[config.mk]
export PLATFORM = sky130hd
export DESIGN_NAME = redundant_link_failover_flat
export DESIGN_NICKNAME = d
export VERILOG_FILES = /design/src/hw/rtl/rlf_pkg.sv /design/src/hw/rtl/rlf_item_if.sv /design/src/hw/rtl/rlf_result_if.sv /design/src/hw/rtl/rlf_cfg_if.sv /design/src/hw/rtl/rlf_ctrl.sv /design/src/hw/rtl/rlf_dp.sv /design/src/hw/rtl/redundant_link_failover.sv /design/src/flat_wrapper.sv
export SDC_FILE = /design/constraint.sdc
export NUM_CORES = 1
export LEC_CHECK = 0
export ABC_AREA = 0
export BUFFER_PORTS_ARGS = -buffer_cell sky130_fd_sc_hd__clkbuf_2
export CAP_MARGIN = 20
export CORE_UTILIZATION = 61
export CTS_BUF_LIST = sky130_fd_sc_hd__clkbuf_8
export DETAILED_ROUTE_END_ITERATION = 8
export MAX_ROUTING_LAYER = met4
export PLACE_DENSITY = 0.8
export SLEW_MARGIN = 0
export SYNTH_ARGS = -nofsm -noshare
export SYNTH_HDL_FRONTEND = slang
export SYNTH_SLANG_ARGS = --single-unit
[constraint.sdc]
create_clock -name clk -period 6.8 [get_ports clk]
set_clock_uncertainty 0.2 [all_clocks]
set_input_delay 0.34 -clock clk [delete_from_list [all_inputs] [get_ports clk]]
set_output_delay 0.34 -clock clk [all_outputs]
set_load 0.05 [all_outputs]
[src/hw/rtl/rlf_pkg.sv]
// Shared types and constants of the redundant link failover block.
// No dependencies; every other file of the block refers to this package.
package rlf_pkg;

	localparam int KIND_W = 3;
	localparam int ID_W   = 3;
	localparam int TMO_W  = 16;
	localparam int CIDX_W = 2;
	localparam int CNT_W  = 4;
	localparam int MASK_W = 8;

	// Item kinds.
	localparam logic [KIND_W-1:0] K_MSG   = 3'd0;
	localparam logic [KIND_W-1:0] K_TICK  = 3'd1;
	localparam logic [KIND_W-1:0] K_DISC  = 3'd2;
	localparam logic [KIND_W-1:0] K_SEL   = 3'd3;
	localparam logic [KIND_W-1:0] K_CLOSE = 3'd4;

	// Configuration register indexes.
	localparam logic [CIDX_W-1:0] R_LOST_CHECK = 2'd0;
	localparam logic [CIDX_W-1:0] R_TIMEOUT    = 2'd1;
	localparam logic [CIDX_W-1:0] R_AUTO_DISC  = 2'd2;

	localparam logic [TMO_W-1:0] TIMEOUT_RST = 16'd3500;

	typedef enum logic [1:0] {
		ST_IDLE,
		ST_APPLY,
		ST_SCAN,
		ST_FIN
	} state_t;

	typedef struct packed {
		logic load;
		logic apply;
		logic scan;
		logic finish;
	} cmd_t;

	typedef struct packed {
		logic scan_more;
		logic scan_last;
		logic out_free;
	} status_t;

	typedef struct packed {
		logic [KIND_W-1:0] kind;
		logic [ID_W-1:0]   link_id;
		logic              is_radio_status;
		logic              link_usb_direct;
		logic              link_high_latency;
	} item_t;

	typedef struct packed {
		logic              primary_valid;
		logic [ID_W-1:0]   primary_link;
		logic              primary_changed;
		logic [MASK_W-1:0] lost_mask;
		logic              total_lost;
		logic              hl_stop;
		logic [ID_W-1:0]   hl_stop_link;
		logic              hl_start;
		logic              all_removed;
		logic [CNT_W-1:0]  link_count;
	} result_t;

endpackage

[src/hw/rtl/rlf_item_if.sv]
// Input item channel of the failover block.
// Depends on rlf_pkg for field widths.
interface rlf_item_if;
	logic                          valid;
	logic                          ready;
	logic [rlf_pkg::KIND_W-1:0]    kind;
	logic [rlf_pkg::ID_W-1:0]      link_id;
	logic                          is_radio_status;
	logic                          link_usb_direct;
	logic                          link_high_latency;

	modport source (output valid, kind, link_id, is_radio_status, link_usb_direct,
		link_high_latency, input ready);
	modport sink (input valid, kind, link_id, is_radio_status, link_usb_direct,
		link_high_latency, output ready);
endinterface

[src/hw/rtl/rlf_result_if.sv]
// Result channel of the failover block.
// Depends on rlf_pkg for field widths.
interface rlf_result_if;
	logic                          valid;
	logic                          ready;
	logic                          primary_valid;
	logic [rlf_pkg::ID_W-1:0]      primary_link;
	logic                          primary_changed;
	logic [rlf_pkg::MASK_W-1:0]    lost_mask;
	logic                          total_lost;
	logic                          hl_stop;
	logic [rlf_pkg::ID_W-1:0]      hl_stop_link;
	logic                          hl_start;
	logic                          all_removed;
	logic [rlf_pkg::CNT_W-1:0]     link_count;

	modport source (output valid, primary_valid, primary_link, primary_changed,
		lost_mask, total_lost, hl_stop, hl_stop_link, hl_start, all_removed,
		link_count, input ready);
	modport sink (input valid, primary_valid, primary_link, primary_changed,
		lost_mask, total_lost, hl_stop, hl_stop_link, hl_start, all_removed,
		link_count, output ready);
endinterface

[src/hw/rtl/rlf_cfg_if.sv]
// Configuration write channel of the failover block.
// Depends on rlf_pkg for the index and data widths.
interface rlf_cfg_if;
	logic                          valid;
	logic                          ready;
	logic [rlf_pkg::CIDX_W-1:0]    index;
	logic [rlf_pkg::TMO_W-1:0]     data;

	modport source (output valid, index, data, input ready);
	modport sink (input valid, index, data, output ready);
endinterface

[src/hw/rtl/rlf_ctrl.sv]
// Sequencer of the failover block: accept, apply, scan of the order list, finish.
// Depends on rlf_pkg for the state, command and status types.
module rlf_ctrl (
	input  logic              clk,
	input  logic              arst_n,
	input  logic              in_valid,
	output logic              in_ready,
	input  rlf_pkg::status_t  sts,
	output rlf_pkg::cmd_t     cmd
);

	rlf_pkg::state_t state_q, state_nxt;

	always_ff @(posedge clk or negedge arst_n) begin
		if (!arst_n) begin
			state_q <= rlf_pkg::ST_IDLE;
		end else begin
			state_q <= state_nxt;
		end
	end

	always_comb begin
		state_nxt = state_q;
		unique case (state_q)
			rlf_pkg::ST_IDLE: begin
				if (in_valid) state_nxt = rlf_pkg::ST_APPLY;
			end
			rlf_pkg::ST_APPLY: state_nxt = rlf_pkg::ST_SCAN;
			rlf_pkg::ST_SCAN: begin
				if (!sts.scan_more || sts.scan_last) state_nxt = rlf_pkg::ST_FIN;
			end
			rlf_pkg::ST_FIN: begin
				if (sts.out_free) state_nxt = rlf_pkg::ST_IDLE;
			end
			default: state_nxt = rlf_pkg::ST_IDLE;
		endcase
	end

	always_comb begin
		in_ready   = 1'b0;
		cmd        = '0;
		unique case (state_q)
			rlf_pkg::ST_IDLE: begin
				in_ready = 1'b1;
				cmd.load = in_valid;
			end
			rlf_pkg::ST_APPLY: cmd.apply = 1'b1;
			rlf_pkg::ST_SCAN:  cmd.scan = sts.scan_more;
			rlf_pkg::ST_FIN:   cmd.finish = sts.out_free;
			default: ;
		endcase
	end

endmodule

[src/hw/rtl/rlf_dp.sv]
// Datapath of the failover block: link table, order list, candidate scan,
// primary reselection and the result register. Depends on rlf_pkg.
module rlf_dp #(
	parameter int LINKS    = 8,
	parameter int AGE_BITS = 16
) (
	input  logic                         clk,
	input  logic                         arst_n,
	input  rlf_pkg::cmd_t                cmd,
	output rlf_pkg::status_t             sts,
	input  rlf_pkg::item_t               item,
	input  logic                         cfg_valid,
	input  logic [rlf_pkg::CIDX_W-1:0]   cfg_index,
	input  logic [rlf_pkg::TMO_W-1:0]    cfg_data,
	output rlf_pkg::result_t             res,
	output logic                         out_valid,
	input  logic                         out_ready
);

	localparam int SW = (LINKS > 1) ? $clog2(LINKS) : 1;
	localparam int CW = $clog2(LINKS + 1);
	localparam int MW = (LINKS < 8) ? LINKS : 8;
	localparam int CMP_W = 33;

	logic                 chk_en_q, auto_dc_q;
	logic [rlf_pkg::TMO_W-1:0] timeout_q;

	logic [LINKS-1:0]     used_q, usb_q, hl_q, lost_q;
	logic [AGE_BITS-1:0]  age_q [LINKS];
	logic [SW-1:0]        order_q [LINKS];
	logic [CW-1:0]        count_q;
	logic                 prim_v_q, all_lost_q, closed_q;
	logic [SW-1:0]        prim_q;

	rlf_pkg::item_t       item_q;
	logic                 was_v_q;
	logic [SW-1:0]        was_q;
	logic                 resel_q, regain_q, tchk_q, disc_q, rm_q;

	logic [CW-1:0]        pos_q;
	logic                 cu_v_q, cn_v_q, ch_v_q;
	logic [SW-1:0]        cu_q, cn_q, ch_q;

	rlf_pkg::result_t     res_q;
	logic                 out_valid_q;

	// Decoded item.
	logic [SW-1:0]        s;
	logic                 id_ok;
	logic [LINKS-1:0]     m, ge;
	logic [SW-1:0]        t;

	assign s     = SW'(item_q.link_id);
	assign id_ok = 5'(item_q.link_id) < 5'(LINKS);
	assign t     = order_q[pos_q[SW-1:0]];

	// Position of the removed slot in the order list; entries from there on move up.
	always_comb begin
		logic acc;
		acc = 1'b0;
		for (int j = 0; j < LINKS; j++) begin
			m[j]  = (CW'(j) < count_q) && (order_q[j] == s);
			acc   = acc | m[j];
			ge[j] = acc;
		end
	end

	// Reselection and end-of-item bookkeeping.
	logic          keep, found, do_sel, f_stop, f_start, f_close;
	logic          f_prim_v, f_all_lost, f_rm;
	logic [SW-1:0] pick, f_prim;

	always_comb begin
		keep = prim_v_q && !lost_q[prim_q] && !hl_q[prim_q];
		found = 1'b1;
		pick  = cu_q;
		priority if (cu_v_q) pick = cu_q;
		else if (cn_v_q) pick = cn_q;
		else if (prim_v_q && hl_q[prim_q]) pick = prim_q;
		else if (ch_v_q) pick = ch_q;
		else begin
			found = 1'b0;
			pick  = '0;
		end
		do_sel = resel_q && !keep && !(prim_v_q && !found)
			&& !(found == prim_v_q && (!found || pick == prim_q));
		f_stop   = do_sel && prim_v_q && hl_q[prim_q];
		f_start  = do_sel && found && hl_q[pick];
		f_prim_v = do_sel ? found : prim_v_q;
		f_prim   = do_sel ? pick : prim_q;

		f_all_lost = all_lost_q;
		f_close    = 1'b0;
		f_rm       = rm_q;
		if (regain_q && all_lost_q && !(|lost_q)) f_all_lost = 1'b0;
		if (tchk_q && !all_lost_q && (&(lost_q | ~used_q))) begin
			if (auto_dc_q) f_close = 1'b1;
			else f_all_lost = 1'b1;
		end
		if (f_close) begin
			f_rm     = 1'b1;
			f_prim_v = 1'b0;
			f_prim   = '0;
		end
		if (disc_q && count_q == '0 && !closed_q) f_rm = 1'b1;
	end

	always_ff @(posedge clk or negedge arst_n) begin
		if (!arst_n) begin
			chk_en_q    <= 1'b1;
			timeout_q   <= rlf_pkg::TIMEOUT_RST;
			auto_dc_q   <= 1'b0;
			used_q      <= '0;
			usb_q       <= '0;
			hl_q        <= '0;
			lost_q      <= '0;
			for (int i = 0; i < LINKS; i++) age_q[i] <= '0;
			count_q     <= '0;
			prim_v_q    <= 1'b0;
			prim_q      <= '0;
			all_lost_q  <= 1'b0;
			closed_q    <= 1'b0;
			resel_q     <= 1'b0;
			regain_q    <= 1'b0;
			tchk_q      <= 1'b0;
			disc_q      <= 1'b0;
			rm_q        <= 1'b0;
			pos_q       <= '0;
			cu_v_q      <= 1'b0;
			cn_v_q      <= 1'b0;
			ch_v_q      <= 1'b0;
			out_valid_q <= 1'b0;
		end else begin
			if (cfg_valid) begin
				unique case (cfg_index)
					rlf_pkg::R_LOST_CHECK: chk_en_q <= cfg_data[0];
					rlf_pkg::R_TIMEOUT:    timeout_q <= cfg_data;
					rlf_pkg::R_AUTO_DISC:  auto_dc_q <= cfg_data[0];
					default: ;
				endcase
			end
			if (cmd.load) begin
				resel_q  <= 1'b0;
				regain_q <= 1'b0;
				tchk_q   <= 1'b0;
				disc_q   <= 1'b0;
				rm_q     <= 1'b0;
			end
			if (cmd.apply) begin
				pos_q  <= '0;
				cu_v_q <= 1'b0;
				cn_v_q <= 1'b0;
				ch_v_q <= 1'b0;
				unique case (item_q.kind)
					rlf_pkg::K_MSG: begin
						if (!item_q.is_radio_status && id_ok) begin
							if (!used_q[s]) begin
								if (count_q < CW'(LINKS)) begin
									used_q[s] <= 1'b1;
									usb_q[s]  <= item_q.link_usb_direct;
									hl_q[s]   <= item_q.link_high_latency;
									lost_q[s] <= 1'b0;
									age_q[s]  <= '0;
									count_q   <= count_q + 1'b1;
									resel_q   <= 1'b1;
								end
							end else begin
								age_q[s] <= '0;
								if (lost_q[s]) begin
									lost_q[s] <= 1'b0;
									resel_q   <= 1'b1;
									regain_q  <= 1'b1;
								end
							end
						end
					end
					rlf_pkg::K_TICK: begin
						if (count_q != '0) begin
							for (int i = 0; i < LINKS; i++) begin
								if (used_q[i]) begin
									if (age_q[i] != '1) age_q[i] <= age_q[i] + 1'b1;
									// The timeout test sees the age after this tick.
									if (chk_en_q && !lost_q[i] && !hl_q[i] &&
										CMP_W'(age_q[i]) + CMP_W'(age_q[i] != '1) >
										CMP_W'(timeout_q))
										lost_q[i] <= 1'b1;
								end
							end
							resel_q <= chk_en_q;
							tchk_q  <= chk_en_q;
						end
					end
					rlf_pkg::K_DISC: begin
						if (id_ok && used_q[s]) begin
							if (prim_v_q && prim_q == s) begin
								prim_v_q <= 1'b0;
								prim_q   <= '0;
							end
							used_q[s] <= 1'b0;
							usb_q[s]  <= 1'b0;
							hl_q[s]   <= 1'b0;
							lost_q[s] <= 1'b0;
							age_q[s]  <= '0;
							count_q   <= count_q - 1'b1;
							resel_q   <= 1'b1;
							disc_q    <= 1'b1;
						end
					end
					rlf_pkg::K_SEL: begin
						if (id_ok && used_q[s]) begin
							prim_v_q <= 1'b1;
							prim_q   <= s;
						end
					end
					rlf_pkg::K_CLOSE: begin
						used_q   <= '0;
						usb_q    <= '0;
						hl_q     <= '0;
						lost_q   <= '0;
						for (int i = 0; i < LINKS; i++) age_q[i] <= '0;
						count_q  <= '0;
						prim_v_q <= 1'b0;
						prim_q   <= '0;
						closed_q <= 1'b1;
						rm_q     <= 1'b1;
					end
					default: ;
				endcase
			end
			if (cmd.scan) begin
				pos_q <= pos_q + 1'b1;
				if (!cu_v_q && !lost_q[t] && usb_q[t]) begin
					cu_v_q <= 1'b1;
					cu_q   <= t;
				end
				if (!cn_v_q && !lost_q[t] && !hl_q[t]) begin
					cn_v_q <= 1'b1;
					cn_q   <= t;
				end
				if (!ch_v_q && !lost_q[t] && hl_q[t]) begin
					ch_v_q <= 1'b1;
					ch_q   <= t;
				end
			end
			if (cmd.finish) begin
				prim_v_q    <= f_prim_v;
				prim_q      <= f_prim;
				all_lost_q  <= f_all_lost;
				if (f_close) begin
					used_q   <= '0;
					usb_q    <= '0;
					hl_q     <= '0;
					lost_q   <= '0;
					for (int i = 0; i < LINKS; i++) age_q[i] <= '0;
					count_q  <= '0;
					closed_q <= 1'b1;
				end
				out_valid_q <= 1'b1;
			end else if (out_ready) begin
				out_valid_q <= 1'b0;
			end
		end
	end

	// Item capture, order list and result payload carry no reset.
	always_ff @(posedge clk) begin
		if (cmd.load) begin
			item_q  <= item;
			was_v_q <= prim_v_q;
			was_q   <= prim_q;
		end
		if (cmd.apply) begin
			if (item_q.kind == rlf_pkg::K_MSG && !item_q.is_radio_status && id_ok &&
				!used_q[s] && count_q < CW'(LINKS))
				order_q[count_q[SW-1:0]] <= s;
			if (item_q.kind == rlf_pkg::K_DISC && id_ok && used_q[s]) begin
				for (int j = 0; j < LINKS - 1; j++)
					if (ge[j]) order_q[j] <= order_q[j+1];
			end
		end
		if (cmd.finish) begin
			res_q.primary_valid   <= f_prim_v;
			res_q.primary_link    <= f_prim_v ? rlf_pkg::ID_W'(f_prim) : '0;
			res_q.primary_changed <= (f_prim_v != was_v_q) || (f_prim_v && f_prim != was_q);
			res_q.lost_mask       <= f_close ? '0
				: rlf_pkg::MASK_W'(used_q[MW-1:0] & lost_q[MW-1:0]);
			res_q.total_lost      <= f_all_lost;
			res_q.hl_stop         <= f_stop;
			res_q.hl_stop_link    <= f_stop ? rlf_pkg::ID_W'(prim_q) : '0;
			res_q.hl_start        <= f_start;
			res_q.all_removed     <= f_rm;
			res_q.link_count      <= f_close ? '0 : rlf_pkg::CNT_W'(count_q);
		end
	end

	assign sts.scan_more = resel_q && (pos_q < count_q);
	assign sts.scan_last = (CW'(pos_q + 1'b1) >= count_q);
	assign sts.out_free  = !out_valid_q || out_ready;
	assign res           = res_q;
	assign out_valid     = out_valid_q;

endmodule

[src/hw/rtl/redundant_link_failover.sv]
// Top level of the redundant link failover block.
// Depends on rlf_pkg, the three channel interfaces, rlf_ctrl and rlf_dp.
//
// Usage: events arrive as beats on the item channel (message, tick,
// disconnect, select primary, close all); every item yields exactly one
// beat on the result channel with the primary link, loss state and
// high-latency start/stop requests. Configuration beats on cfg are always
// taken and land the next cycle; write them only while the block is idle.
// Sequence: an item passes from its beat through the apply, scan and finish
// states; the scan state walks the insertion-order list one entry per
// cycle only when a reselection runs, and otherwise moves straight on to finish.
// The block takes one item at a time, so a new item is accepted only
// once its predecessor has finished.
// The result sits in an output register: if the receiver stalls, the next
// item is still accepted and worked, and waits before its result is written.
// Reset empties the table, clears the primary and the loss flags, and loads
// the register defaults (checking on, timeout 3500 ticks, auto-disconnect off).
module redundant_link_failover #(
	parameter int LINKS    = 8,
	parameter int AGE_BITS = 16
) (
	input logic         clk,
	input logic         arst_n,
	rlf_item_if.sink    item,
	rlf_result_if.source result,
	rlf_cfg_if.sink     cfg
);

	rlf_pkg::cmd_t    cmd;
	rlf_pkg::status_t sts;
	rlf_pkg::item_t   item_pl;
	rlf_pkg::result_t res;
	logic             in_ready;
	logic             out_valid;

	assign item_pl.kind              = item.kind;
	assign item_pl.link_id           = item.link_id;
	assign item_pl.is_radio_status   = item.is_radio_status;
	assign item_pl.link_usb_direct   = item.link_usb_direct;
	assign item_pl.link_high_latency = item.link_high_latency;
	assign item.ready                = in_ready;
	assign cfg.ready                 = 1'b1;

	rlf_ctrl u_ctrl (
		.clk      (clk),
		.arst_n   (arst_n),
		.in_valid (item.valid),
		.in_ready (in_ready),
		.sts      (sts),
		.cmd      (cmd)
	);

	rlf_dp #(
		.LINKS    (LINKS),
		.AGE_BITS (AGE_BITS)
	) u_dp (
		.clk       (clk),
		.arst_n    (arst_n),
		.cmd       (cmd),
		.sts       (sts),
		.item      (item_pl),
		.cfg_valid (cfg.valid),
		.cfg_index (cfg.index),
		.cfg_data  (cfg.data),
		.res       (res),
		.out_valid (out_valid),
		.out_ready (result.ready)
	);

	assign result.valid           = out_valid;
	assign result.primary_valid   = res.primary_valid;
	assign result.primary_link    = res.primary_link;
	assign result.primary_changed = res.primary_changed;
	assign result.lost_mask       = res.lost_mask;
	assign result.total_lost      = res.total_lost;
	assign result.hl_stop         = res.hl_stop;
	assign result.hl_stop_link    = res.hl_stop_link;
	assign result.hl_start        = res.hl_start;
	assign result.all_removed     = res.all_removed;
	assign result.link_count      = res.link_count;

`ifndef SYNTHESIS
	a_prim_zero: assert property (@(posedge clk) disable iff (!arst_n)
		result.valid && !result.primary_valid |-> result.primary_link == '0)
		else $error("primary_link set without a primary");
	a_stop_zero: assert property (@(posedge clk) disable iff (!arst_n)
		result.valid && !result.hl_stop |-> result.hl_stop_link == '0)
		else $error("hl_stop_link set without hl_stop");
	a_busy: assert property (@(posedge clk) disable iff (!arst_n)
		item.valid && item.ready |=> !item.ready)
		else $error("item taken while the previous one is in work");
	a_count: assert property (@(posedge clk) disable iff (!arst_n)
		result.valid |-> 32'(result.link_count) <= LINKS)
		else $error("link count beyond table size");
`endif

endmodule
[src/flat_wrapper.sv]
// flat-port wrapper written by rule: the top's interface ports become plain ports
module redundant_link_failover_flat 
#(
	parameter int LINKS    = 8,
	parameter int AGE_BITS = 16
)
  (clk, arst_n, item_valid, item_kind, item_link_id, item_is_radio_status, item_link_usb_direct, item_link_high_latency, item_ready, result_valid, result_primary_valid, result_primary_link, result_primary_changed, result_lost_mask, result_total_lost, result_hl_stop, result_hl_stop_link, result_hl_start, result_all_removed, result_link_count, result_ready, cfg_valid, cfg_index, cfg_data, cfg_ready);
  rlf_item_if item_i ();
  rlf_result_if result_i ();
  rlf_cfg_if cfg_i ();
  input logic clk;
  input logic arst_n;
  input wire logic [$bits(item_i.valid)-1:0] item_valid;
  input wire logic [$bits(item_i.kind)-1:0] item_kind;
  input wire logic [$bits(item_i.link_id)-1:0] item_link_id;
  input wire logic [$bits(item_i.is_radio_status)-1:0] item_is_radio_status;
  input wire logic [$bits(item_i.link_usb_direct)-1:0] item_link_usb_direct;
  input wire logic [$bits(item_i.link_high_latency)-1:0] item_link_high_latency;
  output wire logic [$bits(item_i.ready)-1:0] item_ready;
  output wire logic [$bits(result_i.valid)-1:0] result_valid;
  output wire logic [$bits(result_i.primary_valid)-1:0] result_primary_valid;
  output wire logic [$bits(result_i.primary_link)-1:0] result_primary_link;
  output wire logic [$bits(result_i.primary_changed)-1:0] result_primary_changed;
  output wire logic [$bits(result_i.lost_mask)-1:0] result_lost_mask;
  output wire logic [$bits(result_i.total_lost)-1:0] result_total_lost;
  output wire logic [$bits(result_i.hl_stop)-1:0] result_hl_stop;
  output wire logic [$bits(result_i.hl_stop_link)-1:0] result_hl_stop_link;
  output wire logic [$bits(result_i.hl_start)-1:0] result_hl_start;
  output wire logic [$bits(result_i.all_removed)-1:0] result_all_removed;
  output wire logic [$bits(result_i.link_count)-1:0] result_link_count;
  input wire logic [$bits(result_i.ready)-1:0] result_ready;
  input wire logic [$bits(cfg_i.valid)-1:0] cfg_valid;
  input wire logic [$bits(cfg_i.index)-1:0] cfg_index;
  input wire logic [$bits(cfg_i.data)-1:0] cfg_data;
  output wire logic [$bits(cfg_i.ready)-1:0] cfg_ready;
  assign item_i.valid = item_valid;
  assign item_i.kind = item_kind;
  assign item_i.link_id = item_link_id;
  assign item_i.is_radio_status = item_is_radio_status;
  assign item_i.link_usb_direct = item_link_usb_direct;
  assign item_i.link_high_latency = item_link_high_latency;
  assign item_ready = item_i.ready;
  assign result_valid = result_i.valid;
  assign result_primary_valid = result_i.primary_valid;
  assign result_primary_link = result_i.primary_link;
  assign result_primary_changed = result_i.primary_changed;
  assign result_lost_mask = result_i.lost_mask;
  assign result_total_lost = result_i.total_lost;
  assign result_hl_stop = result_i.hl_stop;
  assign result_hl_stop_link = result_i.hl_stop_link;
  assign result_hl_start = result_i.hl_start;
  assign result_all_removed = result_i.all_removed;
  assign result_link_count = result_i.link_count;
  assign result_i.ready = result_ready;
  assign cfg_i.valid = cfg_valid;
  assign cfg_i.index = cfg_index;
  assign cfg_i.data = cfg_data;
  assign cfg_ready = cfg_i.ready;
  redundant_link_failover #(.LINKS(LINKS), .AGE_BITS(AGE_BITS)) u_core (.clk(clk), .arst_n(arst_n), .item(item_i), .result(result_i), .cfg(cfg_i));
endmodule
==> run summary <==
The flow ran to the end, and the final reports show no timing, DRC or antenna violations. Row generation in the floorplan step produced 67 rows. The number of setup buffers added after CTS is 0. Of the cells placed in the final design, the portion with a size suffix greater than 1 is 10.5%. For the worst setup path, the data arrival time is 4.67 ns.

The clock drives 273 sinks. The clock slew at the register clock pins of the worst setup and hold paths was 0.06 ns; the number of global-route vias before repair was 18,275. The tools report the combinational group share of total power as 38.5%. The width of the die is 186 um. After legalization and detailed placement, the total HPWL measured 42.8 mm. The maximum achievable frequency came out at 227 MHz. For this run, design rule violations remaining after detail routing come to 0. The detail route stage leaves a number of antenna-violating nets equal to 0. The smallest clock period supported by the final layout is computed as 4.41 ns. Synthesized cell area: 20,700 um^2. Summing internal, switching and leakage power gives 7320 uW. The final layout contains 2,608 nets. The H-tree was split into 2 levels.

For the clock insertion delay at the later pin of the skew report, the log shows 0.62 ns. Buffers inserted during clock tree synthesis total 48. On the final layout, the worst hold slack is 0.0482 ns. The number of top-level pins came out at 59. The routed layout has 19,553 vias. The number of buffers inserted by port buffering came out at 57.

The tree is rooted in a sky130_fd_sc_hd__clkbuf_8. Of the available clock period, the critical path in the final layout requires 64.8%. In the routed layout, each cell is associated on average with a via count of 6.76.

Number of buffers added to fix hold violations after cts: 31. After layout, the worst setup slack is 2.39 ns. Floorplan die area: 34,600 um^2.

Registers are responsible for 36.0% of the overall power. Summing all non-filler instances in the final layout gives an area of 22,600 um^2. In the synthesized netlist the async set-or-reset flop fraction comes to 74.4%.

The number of antenna violations at the first check in global routing was 1; the synthesized netlist cell count was 2,381. The placed cell area is 21,100 um^2. The Yosys step of the flow raised 0 warnings. Setup violations remaining at the end of the flow were counted as 0. Measured against its own limit, the worst slew margin works out to 28.9%.

The worst-path maximum fanout is 17, and the area of the core region is 33,400 um^2. Count of cells resized by post-cts repair: 0. Number of hold violations in the final report: 0. Among all flip-flop cells after synthesis, the most frequent one is sky130_fd_sc_hd__dfrtp_1. Setup repair after global routing left no endpoint under its margin. The number of buffers between clock root and the deepest sink was 3; the data required time of the critical path was 7.06 ns. The cell internal power dissipation was 4250 uW; the flip-flop and latch area was 7190 um^2. Routability-driven placement finished with a final weighted congestion of 1.01. For the setup slack of the worst register-to-register path, the log shows 2.39 ns. The tools report the endpoint class of the critical path as a flip-flop. Max-cap violations in this run came to 0.

Slew at the pin closest to its max-slew limit: 1.06 ns. The run gives 2,582 as the total nets after synthesis. The y dimension of the die was 186 um; the reported leakage power was 0.00961 uW. The accumulated negative setup slack was 0 ns. The tools report the final-report max-slew violation count as 0. Net switching is 41.9% of the power. TritonCTS built the clock tree. The area added between synthesis and finish works out to 9.57%. In this run, synthesis inferred 70 flip-flops with an integrated enable. Before CTS, the worst setup slack after placement is 2.53 ns. Each instance of the synthesized netlist takes up on average 8.68 um^2.

The share of the Yosys chip area taken by registers is 34.8%. For this block, the initial DRC count from the detailed router was 2,623. In the final layout, the multi-input gates occupy 12,600 um^2. The critical path in this run is classified as reg -> reg.

For this run, the detailed router's first-pass iteration total came to 7. The routed design has 63.1 mm of wire. The number of inserted filler cells in the final layout is 2,654. Summed over all layers, the global routing overflow is 0. The pin count of the biggest net entering global routing was 134. The share of total power dissipated in the clock network is 25.5%. The type of the most critical hold path was in -> reg. The global-route wire length before repair was 99.2 mm; the switching component of the power was 3070 uW. The tools report the initial standard-cell utilization of the core as 61.8%. For the overall global routing resource usage, the log shows 38.0%. Synthesis instantiated 90 different standard cells from the library. After detailed routing, the average wire length per cell comes to 21.8 um.

IR analysis of the VDD net gives a maximum drop of 0.261 mV. Launching element type of the critical path: a flip-flop. In this run the power density over the cells is 323 nW/um^2. The synthesized design contains 273 register bits.
## metrics by stage
step                      util, %  cells
after floorplan                 -   2381
after CTS                    67.7   2892
after global placement       63.2   2773
after detailed placement     63.2   2773
final                        67.7   2894
after global routing         67.7   2894
## registers in the layout, indices dropped and copies added (netlist names), 4 cells and up
| name | count |
|---|---|
| u_core.u_dp.timeout_q | 16 |
| u_core.u_dp.usb_q | 8 |
| u_core.u_dp.order_q | 24 |
| u_core.u_dp.used_q | 8 |
| u_core.u_dp.lost_q | 8 |
| u_core.u_dp.count_q | 4 |
| u_core.u_dp.hl_q | 8 |
| u_core.u_dp.res | 24 |
| u_core.u_dp.pos_q | 4 |
| u_core.u_dp.age_q | 128 |
| u_core.u_dp.item_q | 6 |
## placed cells by master, fill, tap and decap left out, types with 8 or more instances in the layout
cell and n:
sky130_fd_sc_hd__nand3_1 95, sky130_fd_sc_hd__nor2_1 219, sky130_fd_sc_hd__xor2_1 66, sky130_fd_sc_hd__a22oi_1 27, sky130_fd_sc_hd__clkbuf_8 64, sky130_fd_sc_hd__dlygate4sd3_1 31
sky130_fd_sc_hd__inv_1 83, sky130_fd_sc_hd__nand3b_1 9, sky130_fd_sc_hd__a31oi_1 53, sky130_fd_sc_hd__o21ai_0 154, sky130_fd_sc_hd__edfxtp_1 70, sky130_fd_sc_hd__ha_1 169
sky130_fd_sc_hd__nor3_1 84, sky130_fd_sc_hd__dfrtp_1 195, sky130_fd_sc_hd__a311oi_1 22, sky130_fd_sc_hd__o21a_1 36, sky130_fd_sc_hd__and3_1 30, sky130_fd_sc_hd__nor2b_1 28
sky130_fd_sc_hd__nand2b_1 15, sky130_fd_sc_hd__and4_1 19, sky130_fd_sc_hd__xnor2_1 78, sky130_fd_sc_hd__or2_2 9, sky130_fd_sc_hd__nand2_1 220, sky130_fd_sc_hd__o31ai_1 14
sky130_fd_sc_hd__mux2_2 35, sky130_fd_sc_hd__nor4_1 25, sky130_fd_sc_hd__buf_4 22, sky130_fd_sc_hd__a21o_1 20, sky130_fd_sc_hd__a21oi_1 175, sky130_fd_sc_hd__or3_1 14
sky130_fd_sc_hd__mux2i_1 25, sky130_fd_sc_hd__bufinv_16 8, sky130_fd_sc_hd__a41oi_1 9, sky130_fd_sc_hd__dfstp_2 8, sky130_fd_sc_hd__a2111oi_0 8, sky130_fd_sc_hd__clkbuf_2 56
sky130_fd_sc_hd__and2_1 15, sky130_fd_sc_hd__a211oi_1 40, sky130_fd_sc_hd__nand4_1 67
## final cells by class
class / count / share of cell area, %
clock inverter: 25 / 1.40
antenna: 1 / 0.0111
sequential: 273 / 31.8
multi-input combinational: 1898 / 55.8
tap: 448 / 2.48
clock buffer: 63 / 3.83
timing repair buffer: 111 / 3.49
inverter: 75 / 1.24
## power by group through the flow
stage / Sequential [uW] / Combinational, uW / Clock, uW
after floorplan: 2480 / 2010 / 0
final: 2640 / 2820 / 1870
after CTS: 2600 / 2760 / 1890
after global routing: 2680 / 3100 / 1970
after global placement: 2610 / 2630 / 0
after detailed placement: 2630 / 2730 / 0
## cells in the mapped netlist, drive strengths merged, types with 55 or more instances
cell type	count	area (um^2)
edfxtp	70	2100
o21ai	158	802
ha	169	2110
nor3	87	450
nor2	225	855
a21oi	176	885
inv	74	278
nand4	67	419
dfrtp	195	4880
clkbuf	97	365
xor2	66	578
nand2	223	853
xnor2	78	683
nand3	95	475
a31oi	55	365
## worst paths after layout
| kind | startpoint | end | depth (start not counted) |
|---|---|---|---|
| setup / recovery | u_core.u_dp.s[1] | u_core.u_dp.age_q[122] | 10 |
| hold / removal | item_valid | u_core.u_ctrl.state_q[1] | 5 |
| setup reg to reg | u_core.u_dp.s[1] | u_core.u_dp.age_q[122] | 10 |
| hold reg to reg | u_core.u_dp.rm_q | u_core.u_dp.rm_q | 1 |
| max in group asynchronous | arst_n | u_core.u_dp.age_q[118] | 3 |
| min in group asynchronous | arst_n | u_core.u_dp.pos_q[0] | 2 |
## critical path, cell delays in order, from the launching register on
cell,delay [ns]
sky130_fd_sc_hd__edfxtp_1,0.63
sky130_fd_sc_hd__and3b_1,0.29
sky130_fd_sc_hd__o21a_1,0.21
sky130_fd_sc_hd__a2111oi_4,0.64
sky130_fd_sc_hd__buf_4,0.33
sky130_fd_sc_hd__nand2b_1,0.48
sky130_fd_sc_hd__a21oi_1,0.17
sky130_fd_sc_hd__nor3_2,0.75
sky130_fd_sc_hd__o21ai_0,0.24
sky130_fd_sc_hd__a22oi_1,0.25
sky130_fd_sc_hd__nor2_1,0.06
## routing by layer
metal	global-route usage (%)	part of all wire, %	vias up
met5	-	0	-
met4	15.0	3.6	0
met3	6.08	9.8	178
met2	58.0	45	1119
met1	50.4	41	9397
li1	-	-	8859
## kinds of logic (layout without fill, tap and decap cells)
kind of cell / Yosys count / count (layout) / share of synthesized area [%]
adder cells (fa/ha/maj): 169 / 169 / 10.2
AND/OR/NAND/NOR: 882 / 882 / 20.8
flip-flops: 273 / 273 / 34.8
other: 1 / 2 / 0.0181
AO/OA/AOI/OAI: 626 / 626 / 19.3
buffers and inverters: 210 / 274 / 4.18
XOR/XNOR: 144 / 144 / 6.10
multiplexers: 76 / 76 / 4.56
(Power assumes the default switching activity.)
